<file path="config.mk">
export PLATFORM = sky130hd
export DESIGN_NAME = playfair_digraph_cipher_unit_flat
export DESIGN_NICKNAME = d
export VERILOG_FILES = /design/src/sv/pfc_pkg.sv /design/src/sv/pfc_if.sv /design/src/sv/playfair_digraph_cipher_unit.sv /design/src/flat_wrapper.sv
export VERILOG_INCLUDE_DIRS = /design/src /design/src/sv
export SDC_FILE = /design/constraint.sdc
export NUM_CORES = 1
export LEC_CHECK = 0
export ABC_AREA = 1
export BUFFER_PORTS_ARGS = -buffer_cell sky130_fd_sc_hd__buf_2
export CAP_MARGIN = 25
export CORE_ASPECT_RATIO = 0.9
export CORE_MARGIN = 8
export CORE_UTILIZATION = 60
export DETAILED_ROUTE_END_ITERATION = 6
export HOLD_SLACK_MARGIN = 0.05
export PLACE_DENSITY = 0.82
export SYNTH_ARGS = -nofsm -noshare
export SYNTH_HDL_FRONTEND = slang
export SYNTH_SLANG_ARGS = --single-unit
</file>
<file path="constraint.sdc">
create_clock -name clk -period 7.81 [get_ports clk]
set_input_delay 0.781 -clock clk [delete_from_list [all_inputs] [get_ports clk]]
set_output_delay 0.781 -clock clk [all_outputs]
set_load 0.05 [all_outputs]
</file>
<file path="src/sv/playfair_digraph_cipher_unit_defines.svh">
// Assertion helpers for the cipher unit
`ifndef PLAYFAIR_DIGRAPH_CIPHER_UNIT_DEFINES_SVH
`define PLAYFAIR_DIGRAPH_CIPHER_UNIT_DEFINES_SVH

// same-cycle implication
`define PFC_ASSERT_NOW(label, ante, cons) \
  label: assert property (@(posedge clk) disable iff (rst) (ante) |-> (cons)) \
    else $error("pfc check failed");

// next-cycle implication
`define PFC_ASSERT_NEXT(label, ante, cons) \
  label: assert property (@(posedge clk) disable iff (rst) (ante) |=> (cons)) \
    else $error("pfc check failed");

`endif

</file>
<file path="src/sv/pfc_pkg.sv">
`default_nettype none
package pfc_pkg;

  localparam int SQ_SIDE     = 5;
  localparam int SQ_CELLS    = 25;
  localparam int NUM_LETTERS = 26;
  localparam int LETTER_W    = 5;
  localparam int RC_W        = 3;

  localparam logic [LETTER_W-1:0] LETTER_I = 5'd8;
  localparam logic [LETTER_W-1:0] LETTER_J = 5'd9;

  localparam logic [1:0] MODE_KEY     = 2'd0;
  localparam logic [1:0] MODE_FINISH  = 2'd1;
  localparam logic [1:0] MODE_ENCRYPT = 2'd2;
  localparam logic [1:0] MODE_DECRYPT = 2'd3;

  typedef struct packed {
    logic [1:0]          mode;
    logic [LETTER_W-1:0] letter_a;
    logic [LETTER_W-1:0] letter_b;
  } pfc_req_t;

  typedef struct packed {
    logic [LETTER_W-1:0] out_first;
    logic [LETTER_W-1:0] out_second;
  } pfc_res_t;

  typedef enum logic [2:0] {
    ST_IDLE,
    ST_KEY,
    ST_FILL,
    ST_LOOKUP,
    ST_LOOK_A,
    ST_LOOK_B,
    ST_CELL_1,
    ST_CELL_2
  } pfc_state_t;

endpackage
`default_nettype wire

</file>
<file path="src/sv/pfc_if.sv">
`default_nettype none
interface pfc_in_if;
  import pfc_pkg::*;
  logic     valid;
  logic     ready;
  pfc_req_t data;
  modport source (output valid, output data, input ready);
  modport sink (input valid, input data, output ready);
endinterface

interface pfc_out_if;
  import pfc_pkg::*;
  logic     valid;
  logic     ready;
  pfc_res_t data;
  modport source (output valid, output data, input ready);
  modport sink (input valid, input data, output ready);
endinterface
`default_nettype wire

</file>
<file path="src/sv/playfair_digraph_cipher_unit.sv">
// Playfair cipher unit, 5x5 key square.
// in_ch carries one request: mode, letter_a, letter_b. out_ch carries one
// result (out_first, out_second) for each encrypt or decrypt request; key and
// finish requests give none. A request is taken when valid and ready are high.
// in_ch.ready is high only while the sequencer is idle; one request at a time.
// Steps per request, after the accept:
//   key letter : one place step (ST_KEY)
//   finish     : a fill step per letter (ST_FILL), then one lookup step
//                per written cell and a closing step (ST_LOOKUP)
//   pair       : ST_LOOK_A, ST_LOOK_B, ST_CELL_1, ST_CELL_2, then the result
//                shows from the output register. Each table has one read port.
// The result sits in an output register; if out_ch stalls, a following pair
// waits in its last step until the register frees, while key and finish
// requests go on. Synchronous reset empties the square, the used marks, the
// fill count and the row and column lookups, and drops any pending result.
`default_nettype none
`include "playfair_digraph_cipher_unit_defines.svh"

module playfair_digraph_cipher_unit (
  input  wire logic  clk,
  input  wire logic  rst,
  pfc_in_if.sink     in_ch,
  pfc_out_if.source  out_ch
);
  import pfc_pkg::*;

  pfc_state_t state, state_next;

  logic [LETTER_W-1:0] key_square [SQ_CELLS];
  logic [NUM_LETTERS-1:0] letter_used;
  logic [LETTER_W-1:0] fill_position;
  logic [RC_W-1:0] letter_row [NUM_LETTERS];
  logic [RC_W-1:0] letter_col [NUM_LETTERS];

  logic [1:0]          mode_q;
  logic [LETTER_W-1:0] a_q, b_q;
  logic [LETTER_W-1:0] cnt;
  logic [RC_W-1:0]     row_cnt, col_cnt;
  logic [RC_W-1:0]     r1, c1, r2, c2;
  logic [LETTER_W-1:0] first_q;
  logic                out_valid;
  pfc_res_t            out_data;

  logic                accept, out_load;
  logic                is_dec;
  logic [LETTER_W-1:0] used_addr, place_letter, lk_addr, ks_addr, ks_rd, idx1, idx2;
  logic                used_rd, place_en;
  logic [RC_W-1:0]     lk_row, lk_col;

  function automatic logic [RC_W-1:0] wrap_step(input logic [RC_W-1:0] v, input logic dec);
    logic [RC_W-1:0] r;
    if (dec) begin
      r = (v == '0) ? RC_W'(SQ_SIDE - 1) : v - RC_W'(1);
    end else begin
      r = (v == RC_W'(SQ_SIDE - 1)) ? '0 : v + RC_W'(1);
    end
    return r;
  endfunction

  function automatic logic [LETTER_W-1:0] cell_idx(input logic [RC_W-1:0] r,
                                                    input logic [RC_W-1:0] c);
    logic [LETTER_W-1:0] rr;
    rr = {{(LETTER_W-RC_W){1'b0}}, r};
    return (rr << 2) + rr + {{(LETTER_W-RC_W){1'b0}}, c};
  endfunction

  assign accept = in_ch.valid && in_ch.ready;
  assign is_dec = (mode_q == MODE_DECRYPT);

  // shared read ports
  always_comb begin
    used_addr = (state == ST_KEY) ? a_q : cnt;
    used_rd   = (used_addr < LETTER_W'(NUM_LETTERS)) ? letter_used[used_addr] : 1'b1;
    place_letter = used_addr;
    place_en  = ((state == ST_KEY) || (state == ST_FILL)) && !used_rd &&
                (fill_position < LETTER_W'(SQ_CELLS));

    lk_addr = (state == ST_LOOK_A) ? a_q : b_q;
    if (lk_addr < LETTER_W'(NUM_LETTERS)) begin
      lk_row = letter_row[lk_addr];
      lk_col = letter_col[lk_addr];
    end else begin
      lk_row = '0;
      lk_col = '0;
    end

    if (r1 == r2) begin
      idx1 = cell_idx(r1, wrap_step(c1, is_dec));
      idx2 = cell_idx(r2, wrap_step(c2, is_dec));
    end else if (c1 == c2) begin
      idx1 = cell_idx(wrap_step(r1, is_dec), c1);
      idx2 = cell_idx(wrap_step(r2, is_dec), c2);
    end else begin
      idx1 = cell_idx(r1, c2);
      idx2 = cell_idx(r2, c1);
    end

    unique case (state)
      ST_LOOKUP: ks_addr = cnt;
      ST_CELL_1: ks_addr = idx1;
      default:   ks_addr = idx2;
    endcase
    ks_rd = (ks_addr < LETTER_W'(SQ_CELLS)) ? key_square[ks_addr] : '0;
  end

  // sequencer
  always_comb begin
    state_next  = state;
    in_ch.ready = (state == ST_IDLE);
    out_load    = 1'b0;
    unique case (state)
      ST_IDLE: begin
        if (in_ch.valid) begin
          unique case (in_ch.data.mode)
            MODE_KEY:    state_next = ST_KEY;
            MODE_FINISH: state_next = ST_FILL;
            default:     state_next = ST_LOOK_A;
          endcase
        end
      end
      ST_KEY: state_next = ST_IDLE;
      ST_FILL: begin
        if (cnt == LETTER_W'(NUM_LETTERS - 1)) state_next = ST_LOOKUP;
      end
      ST_LOOKUP: begin
        if (cnt == fill_position) state_next = ST_IDLE;
      end
      ST_LOOK_A: state_next = ST_LOOK_B;
      ST_LOOK_B: state_next = ST_CELL_1;
      ST_CELL_1: state_next = ST_CELL_2;
      ST_CELL_2: begin
        if (!out_valid || out_ch.ready) begin
          out_load   = 1'b1;
          state_next = ST_IDLE;
        end
      end
      default: state_next = ST_IDLE;
    endcase
  end

  always_ff @(posedge clk) begin
    if (rst) begin
      state <= ST_IDLE;
    end else begin
      state <= state_next;
    end
  end

  // key square and lookups
  always_ff @(posedge clk) begin
    if (rst) begin
      for (int k = 0; k < SQ_CELLS; k++) key_square[k] <= '0;
      for (int k = 0; k < NUM_LETTERS; k++) begin
        letter_row[k] <= '0;
        letter_col[k] <= '0;
      end
      letter_used   <= '0;
      fill_position <= '0;
    end else begin
      if (place_en) begin
        key_square[fill_position] <= place_letter;
        fill_position             <= fill_position + LETTER_W'(1);
        letter_used[place_letter] <= 1'b1;
        if (place_letter == LETTER_I || place_letter == LETTER_J) begin
          letter_used[LETTER_I] <= 1'b1;
          letter_used[LETTER_J] <= 1'b1;
        end
      end
      if (state == ST_LOOKUP && cnt != fill_position &&
          ks_rd < LETTER_W'(NUM_LETTERS)) begin
        letter_row[ks_rd] <= row_cnt;
        letter_col[ks_rd] <= col_cnt;
        if (ks_rd == LETTER_I || ks_rd == LETTER_J) begin
          letter_row[LETTER_I] <= row_cnt;
          letter_col[LETTER_I] <= col_cnt;
          letter_row[LETTER_J] <= row_cnt;
          letter_col[LETTER_J] <= col_cnt;
        end
      end
    end
  end

  // request capture and counters
  always_ff @(posedge clk) begin
    if (accept) begin
      mode_q <= in_ch.data.mode;
      a_q    <= in_ch.data.letter_a;
      b_q    <= in_ch.data.letter_b;
    end
    unique case (state)
      ST_IDLE: cnt <= '0;
      ST_FILL: begin
        if (state_next == ST_LOOKUP) begin
          cnt     <= '0;
          row_cnt <= '0;
          col_cnt <= '0;
        end else begin
          cnt <= cnt + LETTER_W'(1);
        end
      end
      ST_LOOKUP: begin
        cnt <= cnt + LETTER_W'(1);
        if (col_cnt == RC_W'(SQ_SIDE - 1)) begin
          col_cnt <= '0;
          row_cnt <= row_cnt + RC_W'(1);
        end else begin
          col_cnt <= col_cnt + RC_W'(1);
        end
      end
      ST_LOOK_A: begin
        r1 <= lk_row;
        c1 <= lk_col;
      end
      ST_LOOK_B: begin
        r2 <= lk_row;
        c2 <= lk_col;
      end
      ST_CELL_1: first_q <= ks_rd;
      default: ;
    endcase
  end

  // output register
  always_ff @(posedge clk) begin
    if (rst) begin
      out_valid <= 1'b0;
    end else if (out_load) begin
      out_valid <= 1'b1;
    end else if (out_ch.ready) begin
      out_valid <= 1'b0;
    end
    if (out_load) begin
      out_data.out_first  <= first_q;
      out_data.out_second <= ks_rd;
    end
  end

  assign out_ch.valid = out_valid;
  assign out_ch.data  = out_data;

  `PFC_ASSERT_NEXT(a_busy_after_accept, accept, state != ST_IDLE)
  `PFC_ASSERT_NOW(a_fill_bounded, 1'b1, fill_position <= LETTER_W'(SQ_CELLS))
  `PFC_ASSERT_NOW(a_result_from_pair, $rose(out_valid), $past(state) == ST_CELL_2)

endmodule
`default_nettype wire

</file>
<file path="src/flat_wrapper.sv">
// flat-port wrapper written by rule: the top's interface ports become plain ports
module playfair_digraph_cipher_unit_flat import pfc_pkg::*;
  (clk, rst, in_ch_valid, in_ch_data, in_ch_ready, out_ch_valid, out_ch_data, out_ch_ready);
  pfc_in_if in_ch_i ();
  pfc_out_if out_ch_i ();
  input  wire logic clk;
  input  wire logic rst;
  input wire logic [$bits(in_ch_i.valid)-1:0] in_ch_valid;
  input wire logic [$bits(in_ch_i.data)-1:0] in_ch_data;
  output wire logic [$bits(in_ch_i.ready)-1:0] in_ch_ready;
  output wire logic [$bits(out_ch_i.valid)-1:0] out_ch_valid;
  output wire logic [$bits(out_ch_i.data)-1:0] out_ch_data;
  input wire logic [$bits(out_ch_i.ready)-1:0] out_ch_ready;
  assign in_ch_i.valid = in_ch_valid;
  assign in_ch_i.data = in_ch_data;
  assign in_ch_ready = in_ch_i.ready;
  assign out_ch_valid = out_ch_i.valid;
  assign out_ch_data = out_ch_i.data;
  assign out_ch_i.ready = out_ch_ready;
  playfair_digraph_cipher_unit u_core (.clk(clk), .rst(rst), .in_ch(in_ch_i), .out_ch(out_ch_i));
endmodule
</file>
==> out/results.ini <==
[outcome]
status=completed

[synthesis]
synth-main-ff-cell=sky130_fd_sc_hd__edfxtp_1
post_syn_instances=2140
synth_top_cells_by_area=sky130_fd_sc_hd__edfxtp_1 (52%), sky130_fd_sc_hd__nand2_1 (7.9%), sky130_fd_sc_hd__nand3_1 (6.8%)
yosys.area.top_type_share=0.524
ys_seq_area_frac=0.558
synth_async_sr_flop_share=0
count_of_synthesis_stage_warnings_from_yosys=0
post_synth.cell_area_avg_um2=9.43
ys_types=57
synth_enable_flop_cells=352
syn_area_um2=20200
synth_seq_cells=387
yosys.area.top_type=sky130_fd_sc_hd__edfxtp_1

[critical_path]
cp_common_cell=sky130_fd_sc_hd__nand2_1
crit_slowest_cell=sky130_fd_sc_hd__a21oi_1
crit_fanout=65
worstSetupStartpointType=flip-flop
critPathKind=flip-flop to flip-flop
regToRegStartpoint=u_core.r2[1]
regToRegEndpoint=u_core.letter_col[13][1]
worst-endpoint-required_ns=7.97
critical_path_arrival_ns=6.87
path_cells=inv_1 -> ha_1 -> a21oi_1 -> inv_1 -> o21ai_0 -> ha_1 -> ha_1 -> fa_1 -> xnor2_1 -> nand2_1 -> o211ai_1 -> nand2_1 -> a21oi_1 -> nand2_1 -> inv_1 -> nand3_1 -> nand2_1 -> nand2_1 -> nand2_2 -> nor2_1 -> nand2_1 -> nand3_4 -> buf_12 -> o21ai_0
worst-path-buf-inv=4
crit_family=compound AO/OA/AOI/OAI gates
worst_path_largest_cell_delay_ns=0.75
critical_path.endpoint_type=flip-flop
reg2reg_setup_slack_ns=1.10
worstRegToRegCells=24

[route]
final_antenna_violating_net_count=0
post_dr_wirelength_cell_um=20.0
detail_route.iter0.violations=2379
drc=0
firstDrtPassIters=6
num_vias=15900
detail_route.vias_per_cell=6.19
finalWirelength_mm=51.3

[floorplan]
die_boundary_height_um=190
die_area_um2=39800
floorplan.io_pins=28
core_region_area_um2=33000
initial_cell_density_of_the_core=0.611
num_rows=63
fp.dieW_um=209

[clock_network]
ctsResizeCount=0
clock_sink_total=387
clock_tree.htree_level_count=2
root_buffer=sky130_fd_sc_hd__clkbuf_16
clk_pin_slew_ns=0.07
cts-buffers-inserted=39
cts_buffer_depth=3
cts_tree=done
ctsHoldBuffers=0
post_cts.repair.setup_buffers=0
clkLatencyLatePin_ns=0.55

[min_path]
whs_path_depth=0
hp-class=flip-flop to flip-flop
hp-start=u_core.first_q[4]
worst_hold_path.endpoint=u_core.out_ch.data[9]

[placed_design]
post-dp-hpwl_mm=33.9
dpl-instance-area_um2=20500
gp_congestion=0.959
placement.setup.worst_slack_ns=1.28
port_buffers=27

[grt]
grt_max_degree=80
grt_util_met2=0.405
grt_antenna_before_repair=1
grt_pass1_vias=14900
gr_util_met1=0.342
most_used_layer_global_route=met2
use_met3=0.0466
globalRouteOverflowTotal=0
global_route_wire_length_before_repair_mm=80.4
grt_use_total=0.253

[sta]
totalNegativeSetupSlack_ns=0
count_of_final_max_slew_check_failures=0
layout_setup_ws_ns=1.10
fmaxAchievable_mhz=149
min_period_over_period=0.859
relSlewSlack=0.237
finalHoldViolCount=0
final.hold.worst_slack_ns=0.415
transition_at_the_pin_with_the_smallest_max_transition_slack_ns=1.14
timing.final.crit_period_ns=6.71
grt_setup_unrepaired=false
final.setup_skew_ns=0.0211
finalSetupViolCount=0

[power_and_ir_drop]
switchingPower_w=0.00350
intPower_w=0.00435
power_frac_seq=0.330
clkPwrFrac=0.225
net_switching_fraction_of_the_power=0.446
part_of_the_power_in_combinational_logic=0.445
p_per_area_nw_per_um2=361
power_leakage_nw=8.26
peakVddDrop_mv=0.366

[cells_and_area]
utilization=0.657
final_nets=2191
layout_overhead_on_the_synthesized_area_pct=7.56
share_of_layout_cells_above_drive_strength_1=0.0951
final_cell_mix=sky130_fd_sc_hd__nand2_1 (424), sky130_fd_sc_hd__edfxtp_1 (352), sky130_fd_sc_hd__nand3_1 (274)
stdcell_area_um2=21700
layout.cells.most_common=sky130_fd_sc_hd__nand2_1

[job]
maxCapViolCount=0

state kept, by name, summed over array words and instances (netlist names), 2 cells and up:
name	flops
u_core.r1	3
u_core.key_square	146
u_core.letter_used	26
u_core.letter_row	78
u_core.fill_position	5
u_core.a_q	5
u_core.cnt	5
u_core.first_q	5
u_core.mode_q	2
u_core.col_cnt	3
u_core.r2	3
u_core.b_q	5
u_core.out_ch.data	10
u_core.state	3
u_core.c2	3
u_core.row_cnt	3
u_core.c1	3
u_core.letter_col	78
layer usage:
| layer | up-vias | share of wire |
|---|---|---|
| met5 | - | 0 |
| met4 | 0 | 0.034 |
| met3 | 133 | 0.11 |
| met2 | 987 | 0.47 |
| met1 | 7430 | 0.39 |
| li1 | 7340 | - |
Yosys cell counts (2+ instances only):
cell type,instances
sky130_fd_sc_hd__o221a_2,10
sky130_fd_sc_hd__xnor2_1,11
sky130_fd_sc_hd__nand2_2,11
sky130_fd_sc_hd__mux2i_1,5
sky130_fd_sc_hd__buf_4,8
sky130_fd_sc_hd__o21ai_0,95
sky130_fd_sc_hd__o22ai_1,14
sky130_fd_sc_hd__nor3_1,163
sky130_fd_sc_hd__o31ai_1,3
sky130_fd_sc_hd__o2111ai_1,2
sky130_fd_sc_hd__dfxtp_1,35
sky130_fd_sc_hd__nand3_2,8
sky130_fd_sc_hd__inv_1,151
sky130_fd_sc_hd__nand3_1,274
sky130_fd_sc_hd__edfxtp_1,352
sky130_fd_sc_hd__nand3b_1,13
sky130_fd_sc_hd__buf_2,39
sky130_fd_sc_hd__nor3_2,34
sky130_fd_sc_hd__nor2_1,216
sky130_fd_sc_hd__a31oi_1,2
sky130_fd_sc_hd__nand2_1,426
sky130_fd_sc_hd__o211ai_1,4
sky130_fd_sc_hd__clkbuf_1,58
sky130_fd_sc_hd__o32ai_1,6
sky130_fd_sc_hd__a21oi_1,28
sky130_fd_sc_hd__ha_1,48
sky130_fd_sc_hd__o221ai_1,2
sky130_fd_sc_hd__fa_1,7
sky130_fd_sc_hd__xor2_1,11
sky130_fd_sc_hd__nand4_1,7
sky130_fd_sc_hd__a311oi_1,4
sky130_fd_sc_hd__buf_6,17
sky130_fd_sc_hd__o21ai_1,18
sky130_fd_sc_hd__buf_1,6
sky130_fd_sc_hd__clkinv_1,14
sky130_fd_sc_hd__nor2_2,6
sky130_fd_sc_hd__a221oi_1,4
sky130_fd_sc_hd__nor2_4,2
sky130_fd_sc_hd__inv_2,8
area by class of cell:
type	instances	area, µm²
fillers	2534	11300
flip-flops and latches	387	11300
multi-input cells	1463	7660
clock buffers	45	1040
inverters	173	649
well taps	422	528
repair buffers	56	430
clock inverters	21	124
diodes	2	5.00
worst max-delay path by stage:
stage	cells after the start	from	to	slack, ns
final	24	u_core.r2[1]	u_core.letter_col[13][1]	1.10
after global routing	21	u_core.r2[1]	u_core.letter_col[13][1]	0.59
after CTS	21	u_core.r2[1]	u_core.letter_row[22][1]	1.18
after detailed placement	23	u_core.r2[1]	u_core.letter_col[22][0]	1.28
after global placement	21	u_core.r2[1]	u_core.letter_col[15][2]	1.45
after floorplan	21	u_core.r2[1]	u_core.letter_col[12][0]	3.04
logic make-up after synthesis:
group | Yosys count | synth area share
buf+inv | 301 | 0.0662
flops | 387 | 0.558
other cells | 1 | 0.000186
simple gates | 1166 | 0.266
fa+ha+maj | 55 | 0.0367
mux | 5 | 0.00248
compound gates | 202 | 0.0601
xor+xnor | 23 | 0.0104
power by group through the flow:
| stage | logic (W) | registers (W) | clock network, W |
|---|---|---|---|
| floorplan | 0.00242 | 0.00259 | 0 |
| global placement | 0.00328 | 0.00262 | 0 |
| detailed placement | 0.00336 | 0.00263 | 0 |
| CTS | 0.00338 | 0.00258 | 0.00177 |
| global route | 0.00378 | 0.00260 | 0.00185 |
| finish | 0.00349 | 0.00259 | 0.00176 |
through the flow:
stage | power (W) | std cells
6_report | 0.00784 | 2569
5_1_grt | 0.00823 | 2567
4_1_cts | 0.00773 | 2565
3_5_place_dp | 0.00598 | 2499
3_3_place_gp | 0.00590 | 2498
2_1_floorplan | 0.00501 | 2151
Power figures use the tool's default switching activity.
